### src/rtl/pcs_ram.sv
// Generic single-port RAM with registered read.
module pcs_ram #(
  parameter int WIDTH = 32,
  parameter int DEPTH = 64
) (
  input  logic                     clk_i,
  input  logic                     we_i,
  input  logic [$clog2(DEPTH)-1:0] addr_i,
  input  logic [WIDTH-1:0]         wdata_i,
  output logic [WIDTH-1:0]         rdata_o
);

  logic [WIDTH-1:0] mem [DEPTH];
  logic [WIDTH-1:0] rdata_q;

  always_ff @(posedge clk_i) begin
    if (we_i) begin
      mem[addr_i] <= wdata_i;
    end
    rdata_q <= mem[addr_i];
  end

  assign rdata_o = rdata_q;

endmodule

### config.mk
export PLATFORM = sky130hd
export DESIGN_NAME = pcs_ram
export DESIGN_NICKNAME = d
export VERILOG_FILES = /design/src/rtl/pcs_ram.sv
export SDC_FILE = /design/constraint.sdc
export NUM_CORES = 2
export LEC_CHECK = 0
export ABC_AREA = 0
export ABC_CLOCK_PERIOD_IN_PS = 6200
export BUFFER_PORTS_ARGS = -buffer_cell sky130_fd_sc_hd__buf_2
export CAP_MARGIN = 10
export CORE_ASPECT_RATIO = 0.6
export CORE_MARGIN = 4
export CORE_UTILIZATION = 45
export CTS_BUF_LIST = sky130_fd_sc_hd__clkbuf_4
export DETAILED_ROUTE_END_ITERATION = 8
export GPL_ROUTABILITY_DRIVEN = 0
export PLACE_DENSITY = 0.57
export SLEW_MARGIN = 15
export SYNTH_ARGS = -nofsm -noshare
export SYNTH_HDL_FRONTEND = slang
export SYNTH_SLANG_ARGS = --single-unit
export TNS_END_PERCENT = 20
### constraint.sdc
create_clock -name clk_i -period 6.2 [get_ports clk_i]
set_input_delay 0.62 -clock clk_i [delete_from_list [all_inputs] [get_ports clk_i]]
set_output_delay 0.62 -clock clk_i [all_outputs]
set_load 0.02 [all_outputs]
==> metrics.md <==
| Metric | Value |
|---|---|
| Fraction of the yosys area taken by sequential cells | between 70% and 80% |
| Count of buffer and inverter cells on the critical path | 4 |
| Global route total overflow | 0 |
| Worst-Margin Slew | 1.231 ns |
| Final setup TNS | 0 ns |
| Cell type group with the largest total delay on the critical path | buffers and inverters |
| # H-tree levels | 5 |
| PwrDens | around 310 mW/mm^2 |
| Mapped Nets | 4279 |
| Clock transition at the registers of the reported paths | 0.07 ns |
| Fraction of final layout cells with drive strength greater than 1 | a little over a quarter |
| Crit path capture type | register |
| Mapped Cells | 4239 |
| Max-slew violations | 0 |
| Initial detailed-routing violation count | approximately 5100 |
| Final design utilization | just over 50% |
| Number of violations of the max-capacitance limit | 0 |
| Source-to-sink clock delay at the later pin of the worst-skew pair | roughly 1.2 ns |
| Post-Synth Simple-Gate Area | around 2.8% |
| Synth warn | 0 |
| Effective utilization at floorplan | 45.50% |
| Final Instance Area | around 0.09 sq mm |
| Number of buffers on the longest clock path | 4 |
| Remaining antenna violation count | 0 |
| Fraction of synthesized area in multiplexers | 8.121% |
| Number of synthesized flops with an enable pin | about 2000 |
| Cell chosen for the clock root | sky130_fd_sc_hd__clkbuf_4 |
| Synthesis-stage register bit count | between 2000 and 2500 |
| Pin count of the biggest net entering global routing | approximately 130 |
| CP startpoint kind | input pin |
| Highest clock frequency the design can meet | around 0.28 GHz |
| Post-synthesis share of cell area spent on xor and xnor gates | 0% |
| Outcome | completed |
| Die outline height | ~330 microns |
| Number of distinct standard cells referenced by the synthesized netlist | 56 |
| Peak VDD IR | 0.1969 mV |
| Std-Cell Core Area | 0.1735 sq mm |
| Proportion of synthesized flip-flops having asynchronous set or reset | 0% |
| Synth top area share | 77.92% |
| Total GRT Usage | about a quarter |
| Fraction of the mapped netlist area in compound gates | slightly below 9% |
| Hold crit path type | input pin to register |
| Count of port buffers added during placement | 71 |
| Top post-synthesis cells by count | 2048 x sky130_fd_sc_hd__edfxtp_1, 259 x sky130_fd_sc_hd__mux2i_1, 188 x sky130_fd_sc_hd__a22oi_1 |
| Leakage Power | about 29 nW |
| Clock tree from TritonCTS | built |
| Netlist area before placement | about 0.08 sq mm |
| Dominant cells by area after synthesis | sky130_fd_sc_hd__edfxtp_1 78%, sky130_fd_sc_hd__mux2i_1 3.3%, sky130_fd_sc_hd__mux4_2 2.7% |
| Total detailed-routing wirelength | approximately 220000 microns |
| Category of the critical setup timing path | input pin to register |
| Routed len/inst | between 30 and 40 microns |
| Final hold violation count | 0 |
| RSZ-0062 raised after global routing | false |
| Residual DRC | 0 |
| Post-route total power | about 28 mW |
| Total number of vias | about 44000 |
| Initial antenna violation count | 9 |
| Final count of negative-setup-slack endpoints | 0 |
| Number of sinks on the clock net | between 2000 and 2500 |
| CTS Buf Count | between 400 and 500 |
| Number of rows created at floorplan | 118 |
| Final Critical Period | between 3 and 4 ns |
| Worst-case clock skew | ~0.075 ns |
| Area growth from synthesis to layout | 12.72% |
| Largest stage delay, worst path | ~0.86 ns |
| Data required time at the worst endpoint | ~7.4 ns |
| Final critical-path share of the clock period | 58.10% |
| Routed via count divided by cell count | 6.033 |
| Library cell contributing the largest single delay on the critical path | sky130_fd_sc_hd__and2_4 |
| Most repeated cell in the gate-level netlist after synthesis | sky130_fd_sc_hd__edfxtp_1 |
| Fill cell total of the finished layout | roughly 14000 |
| Half-perimeter wire length of the detailed placement result | approximately 130000 microns |
| Data arrival at the endpoint of the critical path | between 4 and 5 ns |
| Placed cell areas | 0.08291 sq mm |
| Most frequently used flop master after synthesis | sky130_fd_sc_hd__edfxtp_1 |
| Vias in the first global route | roughly 43000 |
| Library cell with the largest summed area after synthesis | sky130_fd_sc_hd__edfxtp_1 |
| I/O pin count | 72 |
| Most numerous cell on the critical path | sky130_fd_sc_hd__dlygate4sd3_1 |
| Die width | roughly 550 microns |
| First-pass GRT wire length | between 300000 and 400000 microns |
| Synth Area in Adders | 0% |
| Mapped Avg Cell Area | approximately 19 sq um |
| Main combinational cell family by area after synthesis | compound AO/OA/AOI/OAI gates |
| Die Footprint | ~0.18 sq mm |
| Max-Slew Margin vs Limit | roughly 18% |
| Critical Path Fanout Max | 69 |
| CTS resizes | 0 |
| Layout Nets | 4711 |
| Detailed-router iteration count before antenna repair | 6 |
| Cells traversed along the worst timing path | buf_8, and2_4, buf_12, a22o_1, nor3_1, nor4b_1, o21ai_0, dlygate4sd3_1, nand4bb_1, dlygate4sd3_1 |
## logic make-up after synthesis
kind of cell / count (synthesis)
flip-flops: 2080
AO/OA/AOI/OAI: 933
multiplexers: 502
AND/OR/NAND/NOR: 424
buffers and inverters: 300
## stage by stage
| stage | hold slack (ns) | cells | setup WS (ns) |
|---|---|---|---|
| global route | 0.03309 | 7345 | 2.452 |
| detailed placement | 0.6367 | 6517 | 1.752 |
| global placement | 0.6216 | 6513 | 0.9599 |
| CTS | 0.0001280 | 7332 | 2.780 |
| finish | 0.1123 | 7348 | 2.598 |
| floorplan | 0.5639 | 4239 | 2.341 |
## metal layers
layer,up-vias,GRT usage [%],share of wire [%]
li1,18811,-,-
met1,22754,37.47,45
met2,2421,32.82,42
met3,343,5.996,9.9
met4,4,7.668,2.6
met5,-,0,0.012
## what timing repair did
action                    in CTS  in global routing
setup buffers                  0                  0
hold endpoints to repair     200                278
hold buffers                  20                  6
## flip-flops by register name, summed over array words and instances (netlist names)
name,count
mem,2048
rdata_o,32
## cell type report
class | instances | area [sq um] | share of cell area, %
well taps | 2340 | 2928 | 3.291
diodes | 8 | 20.02 | 0.02250
repair buffers | 264 | 2039 | 2.292
inverters | 2 | 15.01 | 0.01688
multi-input cells | 1859 | 16110 | 18.10
clock buffers | 707 | 5308 | 5.966
flip-flops and latches | 2080 | 62140 | 69.85
clock inverters | 88 | 412.9 | 0.4641
## cell usage in the layout (no fill, tap or decap), types with 70 or more instances in the layout
master and n:
sky130_fd_sc_hd__clkbuf_4 707, sky130_fd_sc_hd__o21ai_0 84, sky130_fd_sc_hd__a221oi_1 175, sky130_fd_sc_hd__a22oi_1 188, sky130_fd_sc_hd__o22a_1 70, sky130_fd_sc_hd__mux4_2 96, sky130_fd_sc_hd__a21oi_1 121, sky130_fd_sc_hd__mux2i_1 259
sky130_fd_sc_hd__and3_1 85, sky130_fd_sc_hd__buf_4 157, sky130_fd_sc_hd__mux2_2 147, sky130_fd_sc_hd__nor2_1 75, sky130_fd_sc_hd__o22ai_1 93, sky130_fd_sc_hd__edfxtp_1 2048
## final timing paths
path,start,endpoint,slack (ns),cells past startpoint
min reg2reg,mem[4][12],rdata_o[12],0.64,4
max,addr_i[2],rdata_o[31],2.60,10
max reg2reg,mem[12][31],rdata_o[31],3.49,7
min,wdata_i[23],mem[49][23],0.11,2
## power by group
part,internal [mW],total (mW),switching [mW],leakage (nW)
logic,0.465,1.53,1.06,6.86
registers,15.6,15.6,0.0701,18.7
clock network,5.20,10.5,5.25,3.45
Power figures use the tool's default switching activity.
