`config.mk`:
```
export PLATFORM = sky130hd
export DESIGN_NAME = pcs_div
export DESIGN_NICKNAME = d
export VERILOG_FILES = /design/src/rtl/pcs_pkg.sv /design/src/rtl/pcs_div.sv
export SDC_FILE = /design/constraint.sdc
export NUM_CORES = 1
export LEC_CHECK = 0
export BUFFER_PORTS_ARGS = -buffer_cell sky130_fd_sc_hd__buf_4
export CAP_MARGIN = 0
export CORE_ASPECT_RATIO = 1.2
export CORE_UTILIZATION = 55
export CTS_CLUSTER_DIAMETER = 150
export DETAILED_ROUTE_END_ITERATION = 8
export GPL_ROUTABILITY_DRIVEN = 0
export PLACE_DENSITY = 0.88
export SLEW_MARGIN = 20
export SYNTH_ARGS = -nofsm -noshare
export SYNTH_HDL_FRONTEND = slang
export SYNTH_SLANG_ARGS = --single-unit
```
`constraint.sdc`:
```
create_clock -name clk_i -period 3.7 [get_ports clk_i]
set_clock_uncertainty 0.05 [all_clocks]
set_input_delay 0.74 -clock clk_i [delete_from_list [all_inputs] [get_ports clk_i]]
set_output_delay 0.74 -clock clk_i [all_outputs]
set_load 0.1 [all_outputs]
```
`src/rtl/pcs_pkg.sv`:
```
// Shared constants, types and the corner offset table of the voxel splat block.
package pcs_pkg;

  localparam int GRID_ENTRIES     = 4096;
  localparam int ATTR_COUNT       = 4;
  localparam int NODE_TABLE_DEPTH = 64;

  localparam int CORNERS = 8;
  localparam int EW      = $clog2(GRID_ENTRIES);
  localparam int ND_W    = $clog2(NODE_TABLE_DEPTH);
  localparam int BASE_W  = ND_W + 16;
  localparam int WT_W    = 47;
  localparam int SUM_W   = 48;
  localparam int ROW_W   = WT_W + ATTR_COUNT * SUM_W;
  localparam int DIV_NW  = 64;
  localparam int DIV_DW  = 51;
  localparam int RT_W    = 32;

  typedef enum logic [1:0] {
    KIND_SPLAT,
    KIND_READ,
    KIND_LOAD,
    KIND_NONE
  } kind_e;

  typedef enum logic [1:0] {
    STAT_SPLAT,
    STAT_DROP,
    STAT_LOAD,
    STAT_READ
  } status_e;

  typedef enum logic [2:0] {
    CFG_ORG_X,
    CFG_ORG_Y,
    CFG_ORG_Z,
    CFG_SIZE_X,
    CFG_SIZE_Y,
    CFG_SIZE_Z,
    CFG_NX,
    CFG_NY
  } cfg_e;

  typedef enum logic [1:0] {
    AX_X,
    AX_Y,
    AX_Z,
    AX_NONE
  } axis_e;

  typedef enum logic [4:0] {
    ST_CLEAR,
    ST_IDLE,
    ST_RDCELL,
    ST_DIVGO,
    ST_DIVWT,
    ST_BASE,
    ST_BASE2,
    ST_LIM,
    ST_NRD,
    ST_SQ,
    ST_ACC,
    ST_RTGO,
    ST_RTWT,
    ST_RCWT,
    ST_WGO,
    ST_WWT,
    ST_PROD,
    ST_ERD,
    ST_EWR
  } state_e;

  // bit 0 x, bit 1 y, bit 2 z
  function automatic logic [2:0] corner_off(input logic [2:0] j);
    logic [2:0] o;
    unique case (j)
      3'd0: o = 3'b000;
      3'd1: o = 3'b010;
      3'd2: o = 3'b110;
      3'd3: o = 3'b100;
      3'd4: o = 3'b001;
      3'd5: o = 3'b011;
      3'd6: o = 3'b111;
      default: o = 3'b101;
    endcase
    return o;
  endfunction

endpackage

```
`src/rtl/pcs_div.sv`:
```
// Restoring unsigned divider, one quotient bit per cycle.
module pcs_div (
  input  logic                       clk_i,
  input  logic                       rst_ni,
  input  logic                       start_i,
  input  logic [pcs_pkg::DIV_NW-1:0] num_i,
  input  logic [pcs_pkg::DIV_DW-1:0] den_i,
  output logic                       done_o,
  output logic [pcs_pkg::DIV_NW-1:0] quo_o
);
  import pcs_pkg::*;

  localparam int CNT_W = $clog2(DIV_NW + 1);

  logic [DIV_NW-1:0] num_q;
  logic [DIV_DW-1:0] den_q;
  logic [DIV_DW-1:0] rem_q;
  logic [CNT_W-1:0]  cnt_q;
  logic              done_q;
  logic [DIV_DW:0]   rem_sh;
  logic              fits;

  assign rem_sh = {rem_q, num_q[DIV_NW-1]};
  assign fits   = rem_sh >= {1'b0, den_q};

  always_ff @(posedge clk_i or negedge rst_ni) begin
    if (!rst_ni) begin
      cnt_q  <= '0;
      done_q <= 1'b0;
    end else begin
      done_q <= 1'b0;
      if (start_i) begin
        cnt_q <= CNT_W'(DIV_NW);
      end else if (cnt_q != '0) begin
        cnt_q <= cnt_q - 1'b1;
        if (cnt_q == CNT_W'(1)) begin
          done_q <= 1'b1;
        end
      end
    end
  end

  always_ff @(posedge clk_i) begin
    if (start_i) begin
      num_q <= num_i;
      den_q <= den_i;
      rem_q <= '0;
    end else if (cnt_q != '0) begin
      rem_q <= fits ? DIV_DW'(rem_sh - {1'b0, den_q}) : DIV_DW'(rem_sh);
      num_q <= {num_q[DIV_NW-2:0], fits};
    end
  end

  assign done_o = done_q;
  assign quo_o  = num_q;

endmodule

```
==> flow_metrics.tcl <==
set metrics [dict create \
    outcome "finished clean" \
    ant_nets 0 \
    worstMarginPinSlew_ns 1.046 \
    seq_area_sq_mm 0.004674 \
    totalWireLength_um 25950 \
    globalRouteMet1Util_pct 32.05 \
    die_y_um 150.6 \
    synth_enable_flop_cells 115 \
    critical_path_buf_inv_count 1 \
    power_density_mw_per_mm2 656.3 \
    cts.sinks 174 \
    internal_power_uw 4491 \
    cts_buffers 17 \
    fin_nets 1342 \
    drive_above_1_share_pct 26.97 \
    fin_setup_tns_ns 0 \
    multi_input_area_sq_mm 0.004985 \
    use_met2_pct 49.47 \
    end_kind "flip-flop" \
    fmax_mhz 284.4 \
    p_comb_share_pct 43.7 \
    synth_flop_cell "edfxtp_1" \
    io-pin-count 183 \
    cp.arrival_ns 3.83 \
    clkPwrFrac_pct 22.4 \
    yosysSeqAreaShare_pct 46.19 \
    synth_cells 1011 \
    ctsRootBufferMaster "clkbuf_16" \
    r2r_cells 13 \
    cp_cell_sequence "inv_1 > ha_1 > fa_1 > nor2b_1 > o31a_2 > o21ai_2 > o21ai_2 > a31oi_4 > o22ai_2 > a31oi_4 > or3_1 > mux2_4 > a211oi_2" \
    power_uw 8030 \
    grt_setup_unrepaired "no" \
    clockBufferDepth 2 \
    slew_viol_final 0 \
    critPathMaxFanout 14 \
    irDropWorstVdd_mv 0.4946 \
    power_switching_uw 3539 \
    ys_ff_latch 174 \
    postLayoutCoreUtil_pct 68.84 \
    gr-usage-met3_pct 6.539 \
    critPathMaxStageDelay_ns 0.41 \
    fp-row-count 53 \
    synth_cell_types 77 \
    cts-resized-gates 0 \
    post-cts-setup-buffers 0 \
    grt_max_degree 173 \
    hold_viol_final 0 \
    clkLatencyLatePin_ns 0.45 \
    pwr-share-seq_pct 33.9 \
    coreArea_sq_mm 0.01777 \
    drc 0 \
    period_share_pct 95.03 \
    dp.final_hpwl_um 18630 \
    postSynth.asyncResetShare_pct 4.598 \
    drv_cap 0 \
    ys_warn_count 0 \
    finalSetupViolations 0 \
    vias_per_cell 6.017 \
    slowest_stage "fa_1" \
    syn-num-nets 1183 \
    die_w_um 125.8 \
    grt.busiest_layer "met2" \
    grt_pass1_wl_um 41280 \
    critPathKind "reg -> reg" \
    finalCriticalPeriod_ns 3.516 \
    startpoint_type "flip-flop" \
    slew_headroom_pct 30.29 \
    hold_buffers 0 \
    switching_share_pct 44.07 \
    min_path_type "in -> async" \
    crit_required_ns 4.01 \
    worst-path-stages 13 \
    routedWlPerCell_um 18.48 \
    n_fill_cell 1345 \
    drtIter0Drc 642 \
    dr.pass1.iters 5 \
    vias 8448 \
    path_delay_family "compound AO/OA/AOI/OAI gates" \
    postSynthAreaPerCell_sq_um 10.01 \
    p_leak_uw 0.005257 \
    areaGrowthSynthToFinish_pct 20.89 \
    clk_pin_slew_ns 0.08 \
    antenna_found_initial 1 \
    cts_tree "done" \
    first_global_vias 8459 \
    htree_levels 4 \
    netlist_area_sq_mm 0.01012 \
    portBuffers 182 \
    gr-total-overflow 0 \
    start_util_pct 56.94 \
    die_area_sq_mm 0.01895 \
    grt_usage_pct 27.73 \
]
## final cells by class
type                    count  area share, %
well taps                 220          2.250
inverters                  68          2.086
flip-flops and latches    174          38.21
diodes                      1        0.02045
clock inverters            15          1.319
repair buffers            190          11.89
clock buffers              17          3.477
multi-input cells         719          40.74
## logic make-up (layout without fill, tap and decap cells)
group	after synthesis	count (layout)	synth area share, %
buffers and inverters	118	290	4.748
DFF	174	174	46.19
xor gates and xnor gates	42	42	3.635
other	0	1	0
AOI/OAI and AO/OA	237	237	16.62
muxes	71	71	7.863
adders and majority gates	54	54	6.751
and+or+nand+nor	315	315	14.19
## layer usage
layer,vias up,part of all wire (%),wire length [um]
met4,0,2.6,675
met2,390,50,13080
li1,3994,-,-
met3,59,8.1,2100
met5,-,0,0
met1,4005,39,10090
## path summary, 6_finish.rpt
| kind | startpoint | endpoint | slack (ns) |
|---|---|---|---|
| max | quo_o[63]$_DFFE_PP_ | rem_q[45]$_SDFFE_PP0P_ | 0.18 |
| min | rst_ni | done_o$_DFF_PN0_ | 0.05 |
| max reg2reg | quo_o[63]$_DFFE_PP_ | rem_q[45]$_SDFFE_PP0P_ | 0.18 |
| min reg2reg | rem_q[6]$_SDFFE_PP0P_ | rem_q[7]$_SDFFE_PP0P_ | 0.44 |
| max in group asynchronous | rst_ni | cnt_q[2]$_DFFE_PN0P_ | 3.42 |
| min in group clk_i | den_i[50] | den_q[50]$_DFFE_PP_ | 0.42 |
## cells in the final DEF (no fill, tap or decap), drive strengths merged, types with 8 or more instances in the layout
cell / Yosys / final
buf: 29 / 190
xor2: 14 / 14
edfxtp: 115 / 115
a21o: 16 / 16
ha: 53 / 53
nor3: 16 / 16
mux2: 65 / 65
dfxtp: 51 / 51
o21bai: 12 / 12
xnor2: 28 / 28
nor2: 97 / 97
dfrtp: 8 / 8
inv: 68 / 77
nand4: 17 / 17
nor2b: 9 / 9
nand2: 125 / 125
clkbuf: 21 / 17
o21ai: 42 / 42
a311oi: 34 / 34
a21oi: 70 / 70
nand3: 20 / 20
a211oi: 14 / 14
## state kept, by name (all words and copies together), names as in the netlist
name	count
den_q	51
rem_q	51
quo_o	64
cnt_q	7
done_o	1
## synth_stat cells, types with 9 or more instances
master | instances | area share, %
xor2_1 | 14 | 1.2
xnor2_1 | 28 | 2.4
o21bai_1 | 12 | 0.89
a21oi_1 | 68 | 3.4
buf_2 | 21 | 1.0
edfxtp_1 | 115 | 34
a211oi_1 | 13 | 0.96
mux2_2 | 64 | 7.1
nand2_1 | 125 | 4.6
clkbuf_1 | 21 | 0.78
inv_1 | 67 | 2.5
ha_1 | 53 | 6.6
o21ai_0 | 29 | 1.4
a21o_1 | 16 | 1.2
nor3_1 | 14 | 0.69
nor2b_1 | 9 | 0.56
nand4_1 | 15 | 0.93
nor2_1 | 96 | 3.6
nand3_1 | 20 | 0.99
a311oi_1 | 34 | 2.9
dfxtp_1 | 51 | 10
## metrics by stage
step                      worst slack, ns  cells  area (sq um)  hold WS [ns]
final                              0.1837   1404         12230       0.04532
after global routing              0.07462   1404         12230       0.04152
after CTS                          0.1396   1403         12210       0.04109
after detailed placement           0.1630   1371         11630        0.4220
after global placement             0.3582   1371         11630        0.4113
after floorplan                   0.01578   1011         10120        0.3944
## power groups by stage
stage	Sequential, uW	Combinational [uW]	Clock, uW
finish	2720	3510	1800
global placement	2740	3360	0
floorplan	3690	1730	0
detailed placement	2750	3430	0
global route	2760	3740	1890
CTS	2720	3470	1810
(Power assumes the default switching activity.)
