**src/rtl/pcs_pkg.sv**
```systemverilog
// Shared constants, types and the corner offset table of the voxel splat block.
package pcs_pkg;

  localparam int GRID_ENTRIES     = 4096;
  localparam int ATTR_COUNT       = 4;
  localparam int NODE_TABLE_DEPTH = 64;

  localparam int CORNERS = 8;
  localparam int EW      = $clog2(GRID_ENTRIES);
  localparam int ND_W    = $clog2(NODE_TABLE_DEPTH);
  localparam int BASE_W  = ND_W + 16;
  localparam int WT_W    = 47;
  localparam int SUM_W   = 48;
  localparam int ROW_W   = WT_W + ATTR_COUNT * SUM_W;
  localparam int DIV_NW  = 64;
  localparam int DIV_DW  = 51;
  localparam int RT_W    = 32;

  typedef enum logic [1:0] {
    KIND_SPLAT,
    KIND_READ,
    KIND_LOAD,
    KIND_NONE
  } kind_e;

  typedef enum logic [1:0] {
    STAT_SPLAT,
    STAT_DROP,
    STAT_LOAD,
    STAT_READ
  } status_e;

  typedef enum logic [2:0] {
    CFG_ORG_X,
    CFG_ORG_Y,
    CFG_ORG_Z,
    CFG_SIZE_X,
    CFG_SIZE_Y,
    CFG_SIZE_Z,
    CFG_NX,
    CFG_NY
  } cfg_e;

  typedef enum logic [1:0] {
    AX_X,
    AX_Y,
    AX_Z,
    AX_NONE
  } axis_e;

  typedef enum logic [4:0] {
    ST_CLEAR,
    ST_IDLE,
    ST_RDCELL,
    ST_DIVGO,
    ST_DIVWT,
    ST_BASE,
    ST_BASE2,
    ST_LIM,
    ST_NRD,
    ST_SQ,
    ST_ACC,
    ST_RTGO,
    ST_RTWT,
    ST_RCWT,
    ST_WGO,
    ST_WWT,
    ST_PROD,
    ST_ERD,
    ST_EWR
  } state_e;

  // bit 0 x, bit 1 y, bit 2 z
  function automatic logic [2:0] corner_off(input logic [2:0] j);
    logic [2:0] o;
    unique case (j)
      3'd0: o = 3'b000;
      3'd1: o = 3'b010;
      3'd2: o = 3'b110;
      3'd3: o = 3'b100;
      3'd4: o = 3'b001;
      3'd5: o = 3'b011;
      3'd6: o = 3'b111;
      default: o = 3'b101;
    endcase
    return o;
  endfunction

endpackage

```
**src/rtl/pcs_sqrt.sv**
```systemverilog
// Digit-by-digit integer square root, two radicand bits per cycle.
module pcs_sqrt (
  input  logic                     clk_i,
  input  logic                     rst_ni,
  input  logic                     start_i,
  input  logic [2*pcs_pkg::RT_W-1:0] rad_i,
  output logic                     done_o,
  output logic [pcs_pkg::RT_W-1:0] root_o
);
  import pcs_pkg::*;

  localparam int CNT_W = $clog2(RT_W + 1);

  logic [2*RT_W-1:0] rad_q;
  logic [RT_W+1:0]   rem_q;
  logic [RT_W-1:0]   root_q;
  logic [CNT_W-1:0]  cnt_q;
  logic              done_q;
  logic [RT_W+1:0]   rem_sh;
  logic [RT_W+1:0]   trial;
  logic              fits;

  assign rem_sh = {rem_q[RT_W-1:0], rad_q[2*RT_W-1 -: 2]};
  assign trial  = {root_q, 2'b01};
  assign fits   = rem_sh >= trial;

  always_ff @(posedge clk_i or negedge rst_ni) begin
    if (!rst_ni) begin
      cnt_q  <= '0;
      done_q <= 1'b0;
    end else begin
      done_q <= 1'b0;
      if (start_i) begin
        cnt_q <= CNT_W'(RT_W);
      end else if (cnt_q != '0) begin
        cnt_q <= cnt_q - 1'b1;
        if (cnt_q == CNT_W'(1)) begin
          done_q <= 1'b1;
        end
      end
    end
  end

  always_ff @(posedge clk_i) begin
    if (start_i) begin
      rad_q  <= rad_i;
      rem_q  <= '0;
      root_q <= '0;
    end else if (cnt_q != '0) begin
      rem_q  <= fits ? rem_sh - trial : rem_sh;
      root_q <= {root_q[RT_W-2:0], fits};
      rad_q  <= {rad_q[2*RT_W-3:0], 2'b00};
    end
  end

  assign done_o = done_q;
  assign root_o = root_q;

endmodule
```
**config.mk**
```make
export PLATFORM = sky130hd
export DESIGN_NAME = pcs_sqrt
export DESIGN_NICKNAME = d
export VERILOG_FILES = /design/src/rtl/pcs_pkg.sv /design/src/rtl/pcs_sqrt.sv
export SDC_FILE = /design/constraint.sdc
export NUM_CORES = 1
export LEC_CHECK = 0
export CAP_MARGIN = 40
export CORE_MARGIN = 3
export CORE_UTILIZATION = 55
export DETAILED_ROUTE_END_ITERATION = 8
export DONT_BUFFER_PORTS = 1
export PLACE_DENSITY = 0.66
export SLEW_MARGIN = 20
export SYNTH_ARGS = -nofsm -noshare
export SYNTH_HDL_FRONTEND = slang
export SYNTH_SLANG_ARGS = --single-unit
```
**constraint.sdc**
```tcl
create_clock -name clk_i -period 8.75 [get_ports clk_i]
set_input_delay 0.4375 -clock clk_i [delete_from_list [all_inputs] [get_ports clk_i]]
set_output_delay 0.4375 -clock clk_i [all_outputs]
set_load 0.03 [all_outputs]
```
==> results.md <==
* Cell leakage power at ~3.2 nW
* P_sw at between 0.001 and 0.0015 W
* Kind of capture point of the worst setup path: flip-flop
* Smallest hold slack at 91.2 ps
* Cell internal pwr at 0.00180 W
* Count of boundary I/O pins at 100
* Combinational fraction of design power at a little under half
* Top_reg_cell synth: sky130_fd_sc_hd__edfxtp_1
* Global-route wire length before repair at 26.8 mm
* Worst-case clock buffer depth at 2
* Via count at 5510
* Setup_tns at 0 ps
* Category of the worst setup path launch point: flip-flop
* Standard cell area after detailed placement at 0.00754 mm²
* Worst Clk Skew at 9.20 ps
* Vias in the first global route at 5501
* Post-Synthesis Cells at 772
* Maximum operating frequency at about 0.30 GHz
* Part of the Yosys area used for sequential elements at 45.2%
* Synth-to-layout area growth at 8.55%
* Detailed Route Iter0 Violations at 438
* Number of hold violations in the final report at 0
* Vertical die dimension at approximately 120 µm
* Data arrival time of the critical path at 3680 ps
* Met3 Track Usage GR at around a tenth
* HPWL after detailed placement at 11.0 mm
* Weighted congestion reported at the end of routability-driven placement at between 0.9 and 1
* Number of antenna diodes at 0
* Net Count, Synth at ~880
* Dpl ws at ~5400 ps
* Synth unique cells at 65
* Number of buffers added to fix hold violations after cts at 1
* Synth warn at 0
* Depth of the CTS H-tree at 4
* Buffer count from post-CTS setup fixing at 0
* Drt wl/cell at 17.2 µm
* Post-synthesis average cell area at 9.67 µm²
* Met2 GRT Util at 36.1%
* Final #Nets at 858
* Worst min-delay path class: in2reg
* Part of the power in registers at 29.8%
* Biggest area contributors in the synthesized netlist: sky130_fd_sc_hd__edfxtp_1 26%, sky130_fd_sc_hd__dfxtp_1 17%, sky130_fd_sc_hd__mux2_2 9.5%
* Clock-pin slew on the worst setup and hold paths at 60 ps
* Outcome: finished clean
* Critical Path Most Common Cell: sky130_fd_sc_hd__a21o_1
* Proportion of netlist area held by the largest area contributor at between 20% and 30%
* Clock tree from TritonCTS: built
* Layout cells sized above 1 at 13.8%
* Number of synthesized register bits at 135
* Post-route fraction of the period consumed by the critical path at 38.6%
* Slowest library cell on the worst path: sky130_fd_sc_hd__dfxtp_1
* Die area at 0.0150 mm²
* Cell at the root of the clock tree: sky130_fd_sc_hd__clkbuf_16
* Core outline area at ~0.013 mm²
* Peak supply drop at approximately 0.00022 V
* Critical path type: reg2reg
* Die boundary width at 123 µm
* Critical path, cell by cell: inv_1 > ha_1 > a21o_1 > a21o_1 > a21oi_1 > and2_1 > nand4_1 > nand2_1 > buf_16 > a2111oi_0 > or3_1
* Worst slew pin tran at 717 ps
* Routed via count divided by cell count at about 6
* Required @ worst endpoint at 9060 ps
* Maximum number of pins on one net before global-route repair at 125
* Clk pwr share at 22.5%
* Maximum fanout count along the critical path at 21
* Max transition margin at a little over half
* Max-slew violation count at 0
* Async S/R FF share, synth at under 10%
* Library cell with the highest instance count after synthesis: sky130_fd_sc_hd__nand2_1
* Post-route antenna net violation count at 0
* Maximum single-stage delay on the critical path at 550 ps
* Clock period minus final worst setup slack at 3370 ps
* Overflow left after global routing at 0
* Starting Density at between 50% and 60%
* Number of antenna violations at the first check in global routing at 1
* EDFF count, synth at 64
* Wire length after detailed routing at about 16 mm
* Leading cell types by count after synthesis: 113 x sky130_fd_sc_hd__nand2_1, 69 x sky130_fd_sc_hd__a21oi_1, 64 x sky130_fd_sc_hd__dfxtp_1, 64 x sky130_fd_sc_hd__edfxtp_1, 63 x sky130_fd_sc_hd__mux2_2
* CTS Buf Count at 17
* DRC violation count after routing at 0
* Maximum capacitance violations at 0
* Combined area of all synthesized cells at 0.00747 mm²
* Global route hottest layer: met2
* Switching power as a share of total power at 39.7%
* DR pass1 iterations at 5
* Gr usage total at 22.6%
* Post-route cell area at 0.00811 mm²
* Slack of the critical path at 5380 ps
* RSZ-0062 raised after global routing: false
* Most area-hungry cell type in the Yosys netlist: sky130_fd_sc_hd__edfxtp_1
* Setup violation total in the final timing report at 0
* Met1 GRT Util at between 20% and 30%
* Post-cts gate resize count at 0
* Row Count at 41
* Port buffer count at 0
* Cell Pwr Density at approximately 370 mW/mm²
* TritonCTS Sinks at around 140
* Worst-skew pair later-pin latency at 420 ps
## state kept, by name, summed over array words and instances, names as in the netlist
name and flops:
rad_q 64, root_o 32, cnt_q 6, done_o 1
rem_q 32
## path summary, 6_finish.rpt
check                           start        end  slack, ps  cells past startpoint
hold reg to reg             rem_q[31]  rem_q[31]        480                      2
setup reg to reg           root_o[25]  rem_q[25]       5380                     11
setup / recovery           root_o[25]  rem_q[25]       5380                     11
min in group asynchronous      rst_ni   cnt_q[4]        340                      1
max in group asynchronous      rst_ni   cnt_q[1]       8160                      1
hold / removal                start_i   rem_q[8]         90                      1
## kinds of logic (layout without fill, tap and decap cells)
logic type,after synthesis,count (layout),share of synthesized area (%)
compound gates,186,186,16.1
mux,71,71,10.6
buf+inv,88,84,4.98
fa+ha+maj,36,36,6.03
simple gates,230,230,14.0
flops,135,135,45.2
xor+xnor,26,26,3.05
## cells in the final DEF, fill, tap and decap left out, drive strengths merged, types with 3 or more instances in the layout
cell type	instances
a211oi	12
a21o	20
a21oi	70
a22oi	3
a311oi	9
a31oi	5
a32oi	3
and2	7
and3	7
buf	6
clkbuf	18
clkinv	5
clkinvlp	3
dfrtp	7
dfxtp	64
edfxtp	64
ha	36
inv	50
mux2	63
mux2i	8
nand2	113
nand2b	5
nand3	14
nand3b	3
nand4	8
nor2	43
nor3	12
o211ai	6
o21ai	28
o21bai	5
o31ai	4
or3	4
xnor2	19
xor2	7
## worst max-delay path, delay by kind of cell, from the launching register on
kind	cells	cell delay (ps)
AOI/OAI and AO/OA	4	690
adders and majority gates	1	380
buffers and inverters	2	330
DFF	1	550
and+or+nand+nor	4	1310
## layout make-up
class / count / area, µm²
Inverter: 45 / 169
Sequential cell: 135 / 3380
Timing Repair Buffer: 7 / 75.1
Multi-Input combinational cell: 549 / 3720
Tap cell: 172 / 215
Clock inverter: 14 / 121
Fill cell: 1115 / 4820
Clock buffer: 18 / 429
## metal layers
layer	up-vias	wire length, µm	part of all wire (%)
li1	2740	-	-
met1	2619	7090	44
met2	129	7750	48
met3	20	1080	6.7
met4	2	222	1.4
met5	-	7	0.043
## through the flow
stage | utilization [%] | total power [W] | instances
final | 62.7 | 0.00299 | 940
after global routing | 62.7 | 0.00320 | 940
after CTS | 62.6 | 0.00298 | 939
after detailed placement | 58.3 | 0.00230 | 906
after global placement | 58.1 | 0.00224 | 905
after floorplan | - | 0.00203 | 772
## power groups by stage
stage	clock [W]	sequential (W)	combinational, W
floorplan	0	0.000879	0.00115
global placement	0	0.000898	0.00134
detailed placement	0	0.000901	0.00140
CTS	0.000683	0.000891	0.00141
global route	0.000716	0.000907	0.00158
finish	0.000671	0.000890	0.00143
Note: power is estimated with default switching activity, not from simulation.
